## src/first_fit_slot_allocator_macros.svh

```systemverilog
// Assertion macros for the first-fit slot allocator.
`ifndef FIRST_FIT_SLOT_ALLOCATOR_MACROS_SVH
`define FIRST_FIT_SLOT_ALLOCATOR_MACROS_SVH

// same-cycle implication
`define FFSA_ASSERT_NOW(label, ante, cons, msg) \
	label: assert property (@(posedge clk) disable iff (!arst_n) (ante) |-> (cons)) \
		else $error(msg);

// next-cycle implication
`define FFSA_ASSERT_NEXT(label, ante, cons, msg) \
	label: assert property (@(posedge clk) disable iff (!arst_n) (ante) |=> (cons)) \
		else $error(msg);

`endif

```

## src/ffsa_pkg.sv

```systemverilog
// Shared constants, types and codes for the first-fit slot allocator.
package ffsa_pkg;

	localparam int SLOTS   = 16;
	localparam int IDX_W   = (SLOTS > 1) ? $clog2(SLOTS) : 1;
	localparam int CNT_W   = $clog2(SLOTS + 1);
	localparam int TAG_W   = 8;
	localparam int UNITS_W = 5;
	localparam int START_W = 4;
	localparam int STAT_W  = 2;
	localparam int CMP_W   = (UNITS_W > CNT_W) ? UNITS_W : CNT_W;

	localparam int S_FIELDS_W = TAG_W + UNITS_W;
	localparam int S_TDATA_W  = ((S_FIELDS_W + 7) / 8) * 8;
	localparam int M_FIELDS_W = STAT_W + START_W;
	localparam int M_TDATA_W  = ((M_FIELDS_W + 7) / 8) * 8;

	typedef enum logic {
		ACT_ALLOC = 1'b0,
		ACT_FREE  = 1'b1
	} act_t;

	typedef enum logic [STAT_W-1:0] {
		STAT_DONE    = 2'd0,
		STAT_NO_HOLE = 2'd1,
		STAT_NO_RUN  = 2'd2
	} status_t;

	typedef enum logic [1:0] {
		ST_IDLE,
		ST_SCAN,
		ST_FILL,
		ST_HOLD
	} state_t;

	// controller to slot chain
	typedef struct packed {
		logic             shift;
		logic [TAG_W-1:0] wdata;
	} chain_ctl_t;

endpackage

```

## src/ffsa_cell.sv

```systemverilog
// One slot of the rotating owner-tag chain.
module ffsa_cell
	import ffsa_pkg::*;
(
	input  logic             clk,
	input  logic             arst_n,
	input  logic             shift,
	input  logic [TAG_W-1:0] d,
	output logic [TAG_W-1:0] q
);

	logic [TAG_W-1:0] tag_q;

	// tag zero marks an empty slot
	always_ff @(posedge clk or negedge arst_n) begin
		if (!arst_n) begin
			tag_q <= '0;
		end else if (shift) begin
			tag_q <= d;
		end
	end

	assign q = tag_q;

endmodule

```

## src/ffsa_ctrl.sv

```systemverilog
// Request sequencer: scan pass, fill/clear pass and result register.
module ffsa_ctrl
	import ffsa_pkg::*;
(
	input  logic                 clk,
	input  logic                 arst_n,
	input  logic                 s_tvalid,
	output logic                 s_tready,
	input  logic [S_TDATA_W-1:0] s_tdata,
	input  logic [0:0]           s_tuser,
	output logic                 m_tvalid,
	input  logic                 m_tready,
	output logic [M_TDATA_W-1:0] m_tdata,
	input  logic [TAG_W-1:0]     head,
	output chain_ctl_t           ctl,
	output state_t               state
);

	state_t             state_q, state_d;
	act_t               act_q;
	logic [TAG_W-1:0]   owner_q;
	logic [CNT_W-1:0]   units_q;
	logic [IDX_W-1:0]   j_q;
	logic [CNT_W-1:0]   run_q;
	logic [CNT_W-1:0]   base_q;
	logic [TAG_W-1:0]   prev_q;
	logic [TAG_W-1:0]   seek_q;
	logic               found_q;
	logic               started_q;
	logic [CNT_W-1:0]   rem_q;
	status_t            stat_q;
	logic [START_W-1:0] start_q;
	logic               m_tvalid_q;
	logic [M_TDATA_W-1:0] m_tdata_q;

	act_t             in_act;
	logic [TAG_W-1:0] in_owner;
	logic [UNITS_W-1:0] in_units;
	logic             in_big, in_zero, in_trivial;
	logic             accept, last, out_free, out_load;
	logic             empty, hit, found_n;
	logic [CNT_W-1:0] run_n;
	logic             start_now, wr;
	logic [TAG_W-1:0] fill_val;

	assign in_act   = act_t'(s_tuser[0]);
	assign in_owner = s_tdata[TAG_W-1:0];
	assign in_units = s_tdata[TAG_W+UNITS_W-1:TAG_W];
	assign in_big   = CMP_W'(in_units) > CMP_W'(SLOTS);
	assign in_zero  = in_units == '0;
	assign in_trivial = in_big || in_zero;

	assign last     = j_q == IDX_W'(SLOTS - 1);
	assign out_free = !m_tvalid_q || m_tready;
	assign empty    = head == '0;

	// run length at the head slot
	always_comb begin
		if (act_q == ACT_ALLOC) begin
			run_n = empty ? run_q + 1'b1 : '0;
			hit   = empty && (run_n == units_q);
		end else begin
			if (empty) begin
				run_n = '0;
			end else if (head == prev_q) begin
				run_n = run_q + 1'b1;
			end else begin
				run_n = CNT_W'(1);
			end
			hit = !empty && (run_n == units_q);
		end
	end

	assign found_n = found_q || hit;

	// fill/clear pass: allocate starts at base, free at first slot of the found owner
	assign start_now = !started_q &&
		((act_q == ACT_ALLOC) ? (CNT_W'(j_q) == base_q) : (head == seek_q));
	assign wr        = (start_now || started_q) && (rem_q != '0);
	assign fill_val  = (act_q == ACT_ALLOC) ? owner_q : '0;

	// next state
	always_comb begin
		state_d = state_q;
		case (state_q)
			ST_IDLE: begin
				if (s_tvalid) begin
					state_d = in_trivial ? ST_HOLD : ST_SCAN;
				end
			end
			ST_SCAN: begin
				if (last) begin
					state_d = found_n ? ST_FILL : ST_HOLD;
				end
			end
			ST_FILL: begin
				if (last) begin
					state_d = ST_HOLD;
				end
			end
			ST_HOLD: begin
				if (out_free) begin
					state_d = ST_IDLE;
				end
			end
			default: state_d = ST_IDLE;
		endcase
	end

	// outputs
	always_comb begin
		s_tready  = 1'b0;
		ctl.shift = 1'b0;
		ctl.wdata = head;
		out_load  = 1'b0;
		case (state_q)
			ST_IDLE: s_tready = 1'b1;
			ST_SCAN: ctl.shift = 1'b1;
			ST_FILL: begin
				ctl.shift = 1'b1;
				if (wr) begin
					ctl.wdata = fill_val;
				end
			end
			ST_HOLD: out_load = out_free;
			default: s_tready = 1'b0;
		endcase
	end

	assign accept = s_tvalid && s_tready;

	always_ff @(posedge clk or negedge arst_n) begin
		if (!arst_n) begin
			state_q   <= ST_IDLE;
			j_q       <= '0;
			found_q   <= 1'b0;
			started_q <= 1'b0;
		end else begin
			state_q <= state_d;
			if (accept) begin
				j_q       <= '0;
				found_q   <= in_zero;
				started_q <= 1'b0;
			end else if (state_q == ST_SCAN || state_q == ST_FILL) begin
				j_q <= last ? '0 : j_q + 1'b1;
				if (state_q == ST_SCAN) begin
					found_q <= found_n;
				end else if (start_now) begin
					started_q <= 1'b1;
				end
			end
		end
	end

	always_ff @(posedge clk) begin
		if (accept) begin
			act_q   <= in_act;
			owner_q <= in_owner;
			units_q <= CNT_W'(in_units);
			run_q   <= '0;
			base_q  <= '0;
			prev_q  <= '0;
			start_q <= '0;
			if (in_big) begin
				stat_q <= (in_act == ACT_ALLOC) ? STAT_NO_HOLE : STAT_NO_RUN;
			end else begin
				stat_q <= STAT_DONE;
			end
		end else if (state_q == ST_SCAN) begin
			if (!found_q) begin
				run_q  <= run_n;
				prev_q <= head;
				if (act_q == ACT_ALLOC && !empty) begin
					base_q <= CNT_W'(j_q) + 1'b1;
				end
				if (hit) begin
					seek_q <= head;
				end
			end
			if (last) begin
				rem_q <= units_q;
				if (!found_n) begin
					stat_q <= (act_q == ACT_ALLOC) ? STAT_NO_HOLE : STAT_NO_RUN;
				end
			end
		end else if (state_q == ST_FILL) begin
			if (start_now) begin
				start_q <= START_W'(j_q);
			end
			if (wr) begin
				rem_q <= rem_q - 1'b1;
			end
		end
	end

	// result register
	always_ff @(posedge clk or negedge arst_n) begin
		if (!arst_n) begin
			m_tvalid_q <= 1'b0;
		end else if (out_load) begin
			m_tvalid_q <= 1'b1;
		end else if (m_tready) begin
			m_tvalid_q <= 1'b0;
		end
	end

	always_ff @(posedge clk) begin
		if (out_load) begin
			m_tdata_q <= M_TDATA_W'({(stat_q == STAT_DONE) ? start_q : {START_W{1'b0}},
				stat_q});
		end
	end

	assign m_tvalid = m_tvalid_q;
	assign m_tdata  = m_tdata_q;
	assign state    = state_q;

endmodule

```

## src/first_fit_slot_allocator.sv

```systemverilog
// Top level: first-fit slot allocator built on a rotating chain of slot cells.
// Sequence: the chain rotates once to scan and once more to fill or clear;
//   no fit skips the fill/clear pass; zero units or units beyond the table skip both.
// Flow: a new word is taken only from idle, after the last result has loaded, and a
//   result not yet taken holds the sequencer.
// Reset: all slot tags clear to empty at once, no clearing pass; result register empties.
`include "first_fit_slot_allocator_macros.svh"

module first_fit_slot_allocator
	import ffsa_pkg::*;
(
	input  logic                 clk,
	input  logic                 arst_n,
	input  logic                 s_tvalid,
	output logic                 s_tready,
	input  logic [S_TDATA_W-1:0] s_tdata,  // owner[7:0], units[12:8], zero pad
	input  logic [0:0]           s_tuser,  // action[0]
	output logic                 m_tvalid,
	input  logic                 m_tready,
	output logic [M_TDATA_W-1:0] m_tdata   // status[1:0], start_slot[5:2], zero pad
);

	chain_ctl_t       ctl;
	state_t           state;
	logic [TAG_W-1:0] tag [SLOTS];

	// cell 0 is the head seen by the sequencer; write-back enters at the tail
	for (genvar i = 0; i < SLOTS; i++) begin : g_cell
		if (i == SLOTS - 1) begin : g_tail
			ffsa_cell u_cell (
				.clk   (clk),
				.arst_n(arst_n),
				.shift (ctl.shift),
				.d     (ctl.wdata),
				.q     (tag[i])
			);
		end else begin : g_body
			ffsa_cell u_cell (
				.clk   (clk),
				.arst_n(arst_n),
				.shift (ctl.shift),
				.d     (tag[i+1]),
				.q     (tag[i])
			);
		end
	end

	ffsa_ctrl u_ctrl (
		.clk     (clk),
		.arst_n  (arst_n),
		.s_tvalid(s_tvalid),
		.s_tready(s_tready),
		.s_tdata (s_tdata),
		.s_tuser (s_tuser),
		.m_tvalid(m_tvalid),
		.m_tready(m_tready),
		.m_tdata (m_tdata),
		.head    (tag[0]),
		.ctl     (ctl),
		.state   (state)
	);

	`FFSA_ASSERT_NEXT(a_busy_after_accept, s_tvalid && s_tready, !s_tready, "ready after accept")
	`FFSA_ASSERT_NOW(a_no_shift_when_ready, ctl.shift, !s_tready, "chain moves while idle")
	`FFSA_ASSERT_NOW(a_hold_not_ready, state == ST_HOLD, !s_tready && !ctl.shift, "bad hold")
	`FFSA_ASSERT_NOW(a_err_start_zero, m_tvalid && m_tdata[1:0] != STAT_DONE,
		m_tdata[5:2] == '0, "start slot set on failed request")

endmodule

```

## config.mk

```make
export PLATFORM = sky130hd
export DESIGN_NAME = first_fit_slot_allocator
export DESIGN_NICKNAME = d
export VERILOG_FILES = /design/src/ffsa_pkg.sv /design/src/ffsa_cell.sv /design/src/ffsa_ctrl.sv /design/src/first_fit_slot_allocator.sv
export VERILOG_INCLUDE_DIRS = /design/src /design/src/src
export SDC_FILE = /design/constraint.sdc
export NUM_CORES = 1
export LEC_CHECK = 0
export BUFFER_PORTS_ARGS = -buffer_cell sky130_fd_sc_hd__buf_2
export CAP_MARGIN = 20
export CORE_ASPECT_RATIO = 0.5
export CORE_MARGIN = 3
export CORE_UTILIZATION = 45
export CTS_BUF_LIST = sky130_fd_sc_hd__clkbuf_16
export DETAILED_ROUTE_END_ITERATION = 16
export GPL_TIMING_DRIVEN = 0
export PLACE_DENSITY = 0.63
export SLEW_MARGIN = 40
export SYNTH_ARGS = -nofsm -noshare
export SYNTH_HDL_FRONTEND = slang
export SYNTH_SLANG_ARGS = --single-unit
```

## constraint.sdc

```tcl
create_clock -name clk -period 2.62 [get_ports clk]
set_clock_uncertainty 0.2 [all_clocks]
set_input_delay 0.131 -clock clk [delete_from_list [all_inputs] [get_ports clk]]
set_output_delay 0.131 -clock clk [all_outputs]
set_load 0.005 [all_outputs]
```

Yosys cells after proc, flatten, opt, wreduce, memory -nomap -nowiden. Cells that the tools add are included.

Memory bits (writable): 0. Memories kept: 0. Bits in latches: 0. ROM bits: 0. Flip-flop bits (word level): 194.

Divide/modulo/power cells: 0. $add $sub $neg: 4. Equal/unequal tests: 15. Reductions and logical operators: 36. Shifts and indexed selects: 0. $mul: 0. Muxes and demuxes: 43. Bitwise logic cells: 4. Magnitude comparators: 1.

Operator list (count): $mux W5 (9); $mux W2 (12); $mux W8 (3); $eq A8 B8 Y1 (2); $mux W1 (15); $reduce_bool A2 Y1 (7); $mux W4 (3); $reduce_and A3 Y1 (4); $reduce_and A4 Y1 (3); $eq A5 B5 Y1 (2); $ne A2 B1 Y1 const B (5); $logic_not A8 Y1 (1); $pmux W2 S4 (1); $logic_and A1 B1 Y1 (6); $add A4 B1 Y5 const B (1); $add A5 B1 Y5 const B (1); $eq A4 B5 Y1 (1); $gt A5 B5 Y1 const B (1); $logic_not A5 Y1 (1); $logic_or A1 B1 Y1 (5); $reduce_bool A5 Y1 (1); $sub A5 B1 Y5 const B (1); $add A4 B1 Y4 const B (1); $eq A2 B2 Y1 const B (2); 8 further kinds (15).

Depth between registers and ports, before layout.
Depth in word-level cells: 12. Depth in mapped cells: 8. Depth with buffers taken out: 7.

Hierarchy. Synthesis repeated with hierarchy kept, for this count alone.

Cells, all modules: 605. Area total of the unflattened synthesis: 8703.3 sq um.

Modules (own cells, without submodules): ffsa_cell (area each 331.6 sq um, seq. area each 200.2 sq um, cells each 17, instances 16); ffsa_ctrl (area each 3398.3 sq um, seq. area each 1716.6 sq um, cells each 333, instances 1).

Least setup slack after synthesis. No wires, ideal clock.

Path kind: flip-flop to flip-flop. Start: reg g_cell[0].g_body.u_cell.tag_q[2]. End: reg u_ctrl.seek_q[0], enable pin. Buffers on the path: 1. Required time: 2088 ps. Library setup time: 332 ps. Arrival time: 2050 ps. Cell stages (with the launch flop): 8. Path slack: 38 ps. Period minus slack after synthesis: 2582 ps. Path through: dfrtp_1 buf_6 xor2_2 nor4_4 nand3_2 xor2_1 o41ai_2 and3_1.

Word-level cells in the longest chain between the ends: 8. Elaborated cells on any way between the ends: 13.

RTL lines: from (decl) (line ffsa_cell.sv:12) `logic [TAG_W-1:0] tag_q;`; from (signal assigned) (line ffsa_cell.sv:17) `tag_q <= '0;`; from (signal assigned) (line ffsa_cell.sv:19) `tag_q <= d;`; $eq A8 B8 Y1 (line ffsa_ctrl.sv:65) `end else if (head == prev_q) begin`; $mux W5 (line ffsa_ctrl.sv:65); $mux W5 (line ffsa_ctrl.sv:63) `if (empty) begin`; $mux W5 (line ffsa_ctrl.sv:59) `if (act_q == ACT_ALLOC) begin`; $eq A5 B5 Y1 (line ffsa_ctrl.sv:70) `hit = !empty && (run_n == units_q);`; $logic_and A1 B1 Y1 (line ffsa_ctrl.sv:70); $mux W1 * (line ffsa_ctrl.sv:59); $reduce_and A4 Y1 (no source line) *; to (signal assigned) (line ffsa_ctrl.sv:177) `seek_q <= head;`; to (decl) (line ffsa_ctrl.sv:27) `logic [TAG_W-1:0] seek_q;`.

Every way passes the cells marked *; elsewhere a longest branch is shown, timed or not. The select of a mux whose other input is x is not followed. A chain may end at the register's enable or synchronous reset.

Final worst setup path.
Start: reg u_ctrl.run_q[1]. End: reg u_ctrl.seek_q[5], enable pin.

Word-level cells in the longest chain between the ends: 8. Elaborated cells on any way between the ends: 11.

RTL lines: from (decl) (line ffsa_ctrl.sv:24) `logic [CNT_W-1:0] run_q;`; from (signal assigned) (line ffsa_ctrl.sv:171) `run_q <= run_n;`; $add A5 B1 Y5 * (line ffsa_ctrl.sv:60, ffsa_ctrl.sv:66); $mux W5 (line ffsa_ctrl.sv:65); $mux W5 (line ffsa_ctrl.sv:63); $mux W5 (line ffsa_ctrl.sv:59); $eq A5 B5 Y1 (line ffsa_ctrl.sv:70); $logic_and A1 B1 Y1 (line ffsa_ctrl.sv:70); $mux W1 * (line ffsa_ctrl.sv:59); $reduce_and A4 Y1 (no source line) *.

Marked as above.

==> impl_metrics.yaml <==
status:
  outcome: "finished with violations"
  violations: "setup timing"
worst_setup_path:
  slowest_delay_ns: 0.40
  worstPathRequired_ns: 2.55
  r2r_cells: 8
  cp-start-kind: "flip-flop"
  crit_slowest_cell: "dfxtp_1"
  path_class: "reg2reg"
  critPathBufInv: 1
  worstPathMaxFanout: 9
  end_kind: "flip-flop"
  rr_startpoint: "u_ctrl.run_q[1]"
  critPathTopFamily: "compound AO/OA/AOI/OAI gates"
  cp_cell_sequence: "ha_4 > nand2b_1 > a211o_1 > a41oi_2 > a41oi_2 > o41ai_2 > buf_4 > and3_4"
  r2r-end: "u_ctrl.seek_q[5]"
  crit_path_frequent_cell: "a41oi_2"
  cp.arrival_ns: 2.57
  rrSetupSlack_ns: -0.02
place:
  place.gp.congestion: 0.770
  dp_hpwl_mm: 9.80
  placed_cell_area_mm2: 0.00863
  port_buffers: 25
timing:
  finalHoldViolCount: 0
  timing.slew.headroom_pct: 54.9
  rsz0062_at_grt: "yes"
  fmax_mhz: 379
  worst_slew_pin_slew_ns: 0.676
  setup_ws_ns: -0.0154
  whs_ns: 0.0507
  setup_viol: 8
  slew_violations: 0
  fin_crit_ns: 2.64
  timing.final.crit_share_pct: 101
floorplan:
  die_x_um: 197
  dieHeight_um: 101
  start_util_pct: 46.5
  ioPinCount: 31
  dieArea_mm2: 0.0199
  num_rows: 34
  coreArea_mm2: 0.0176
route:
  ant_nets: 0
  drt_iter0_drc: 217
  via_count: 4917
  wl_mm: 15.3
  via_per_inst: 5.18
  route.detailed.drc: 0
  wl_per_cell_um: 16.1
  drtPass1Iterations: 4
global_route:
  grt_use_total_pct: 15.6
  antenna_found_initial: 0
  grt_max_degree: 72
  grt_overflow_total: 0
  grt_util_met1_pct: 21.7
  grt_pass1_wl_mm: 24.7
  met2_usage_pct: 25.5
  use_met3_pct: 2.99
  top_usage_layer: "met2"
  grt_pass1_vias: 4714
synthesis:
  synth_warnings: 0
  synthTopCellsByCount: "dfrtp_1, mux2_2, nand2_1"
  netlist_instances: 621
  ys_async_sr_fraction_pct: 70.6
  ys_types: 60
  yosys_register_bits: 194
  yosysTopAreaCellShare_pct: 42.0
  synthTopCellsByArea: "dfrtp_1, mux2_2, edfxtp_1"
  synth_ff_type: "dfrtp_1"
  avgSynthCellArea_um2: 13.2
  ys_seq_area_share_pct: 60.2
  yosysMostFrequentCell: "dfrtp_1"
  synth_area_mm2: 0.00817
  synth-edff-count: 35
  synth_top_area_cell: "dfrtp_1"
cts:
  cts_sinks: 194
  tritoncts: "yes"
  h-tree-depth: 4
  cts-buffers-inserted: 17
  clkSlewWorstSetupHoldPaths_ns: 0.07
  ctsRootBufferMaster: "clkbuf_16"
  clockBufferDepth: 2
  clk_latency_ns: 0.43
finish:
  antennaDiodeCount: 0
  fin_nets: 734
  fillers: 1465
  post-route-cell-area_mm2: 0.00970
  layout-drive-gt1-share_pct: 35.4
  area_growth_pct: 18.7
power:
  power.internal_w: 0.00874
  seqPwrFrac_pct: 39.4
  swShare_pct: 34.2
  peakVddDrop_v: 0.000496
  comb_power_share_pct: 40.9
  power_leakage_nw: 4.16
  p_clk_share_pct: 19.7
  finalPower_w: 0.0133
  p_sw_w: 0.00454
  powerDensity_mw_per_mm2: 1370
min_path:
  min_path_type: "in2async"
flow_run:
  maxCapViolCount: 0
==> worst max path at each step <==
stage,startpoint,to,cells past startpoint,slack [ns]
after floorplan,g_cell[0].g_body.u_cell.q[2],u_ctrl.seek_q[0],7,0.04
after detailed placement,u_ctrl.run_q[0],u_ctrl.seek_q[4],7,-0.46
final,u_ctrl.run_q[1],u_ctrl.seek_q[5],8,-0.02
after global routing,g_cell[0].g_body.u_cell.q[2],u_ctrl.seek_q[6],8,-0.08
after global placement,arst_n,g_cell[12].g_body.u_cell.q[3],1,-0.69
after CTS,u_ctrl.state[0],g_cell[8].g_body.u_cell.q[1],6,-0.07
==> per-layer routing <==
| metal | share of wire [%] | routed length (um) | up-vias |
|---|---|---|---|
| met4 | 1.0 | 154 | 0 |
| li1 | - | - | 2361 |
| met1 | 50 | 7600 | 2485 |
| met5 | 0 | 0 | - |
| met3 | 2.4 | 364 | 14 |
| met2 | 47 | 7160 | 57 |
==> layout by cell type (no fill, tap or decap), drive strengths merged, types with 4 or more instances in the layout <==
cell,n
dfrtp,137
ha,11
buf,54
and2,6
inv,24
dfxtp,22
xnor2,17
nor3,4
nand2b,5
nor2b,5
nor2,37
dlygate4sd3,16
mux2,120
a31oi,9
nor4,7
edfxtp,35
clkinv,4
xor2,15
nand3,17
clkbuf,39
a21oi,22
o21ai,11
and3,4
nand2,41
mux2i,13
==> what timing repair did <==
action | CTS | global route
endpoints found under the hold margin | 154 | 0
hold buffers | 16 | 0
gates resized for setup | 28 | 31
pin swaps | 6 | 6
buffers inserted | 11 | 10
endpoints found under the setup margin | 131 | 134
==> area by class of cell <==
type                       count  area, um2  area share, %
tap                          234        293           3.02
inverter                      15       60.1          0.619
buffer                        29        149           1.54
timing repair buffer          63        499           5.15
clock buffer                  17        425           4.39
sequential                   194       4930           50.9
clock inverter                15        166           1.72
multi-input combinational    382       3170           32.7
==> state kept, by name (all words and copies together), names as in the netlist <==
register,count
u_ctrl.act_q,1
u_ctrl.units_q,5
u_ctrl.m_tvalid,1
g_cell.g_body.u_cell.q,120
u_ctrl.found_q,1
g_cell.g_tail.u_cell.q,8
u_ctrl.owner_q,8
u_ctrl.started_q,1
u_ctrl.state,2
u_ctrl.m_tdata,6
u_ctrl.seek_q,8
u_ctrl.prev_q,8
u_ctrl.base_q,5
u_ctrl.run_q,5
u_ctrl.start_q,4
u_ctrl.j_q,4
u_ctrl.stat_q,2
u_ctrl.rem_q,5
==> through the flow <==
stage          TNS, ns  utilization, %  std cells  worst slack, ns
3_5_place_dp    -13.16            49.1        882           -0.457
4_1_cts          -3.59            54.4        939          -0.0715
3_3_place_gp   -115.92            48.9        881           -0.689
5_1_grt         -0.685            55.2        949          -0.0781
2_1_floorplan        0               -        622           0.0380
6_report        -0.116            55.2        949          -0.0154
==> power by group through the flow <==
stage	clock, W	sequential (W)	combinational (W)
6_report	0.00262	0.00524	0.00543
5_1_grt	0.00278	0.00539	0.00597
4_1_cts	0.00268	0.00528	0.00527
3_5_place_dp	0	0.00530	0.00497
3_3_place_gp	0	0.00526	0.00484
2_1_floorplan	0	0.00500	0.00410
==> worst reg2reg max path: stages (launching register included) <==
cell and delay [ns]:
dfxtp_1 0.40, ha_4 0.21, nand2b_1 0.11, a211o_1 0.32
a41oi_2 0.20, a41oi_2 0.08, o41ai_2 0.38, buf_4 0.18
and3_4 0.26
==> cell families (layout without fill, tap and decap cells) <==
group / Yosys count / after routing / synth area share [%]
AO/OA/AOI/OAI: 66 / 66 / 5.42
other: 1 / 2 / 0.0459
multiplexers: 133 / 133 / 18.1
flip-flops: 194 / 194 / 60.2
buffers and inverters: 46 / 139 / 2.33
AND/OR/NAND/NOR: 138 / 138 / 8.62
XOR/XNOR: 32 / 32 / 3.52
adder cells (fa/ha/maj): 11 / 11 / 1.69
No activity file was read; power rests on OpenSTA's default activity.
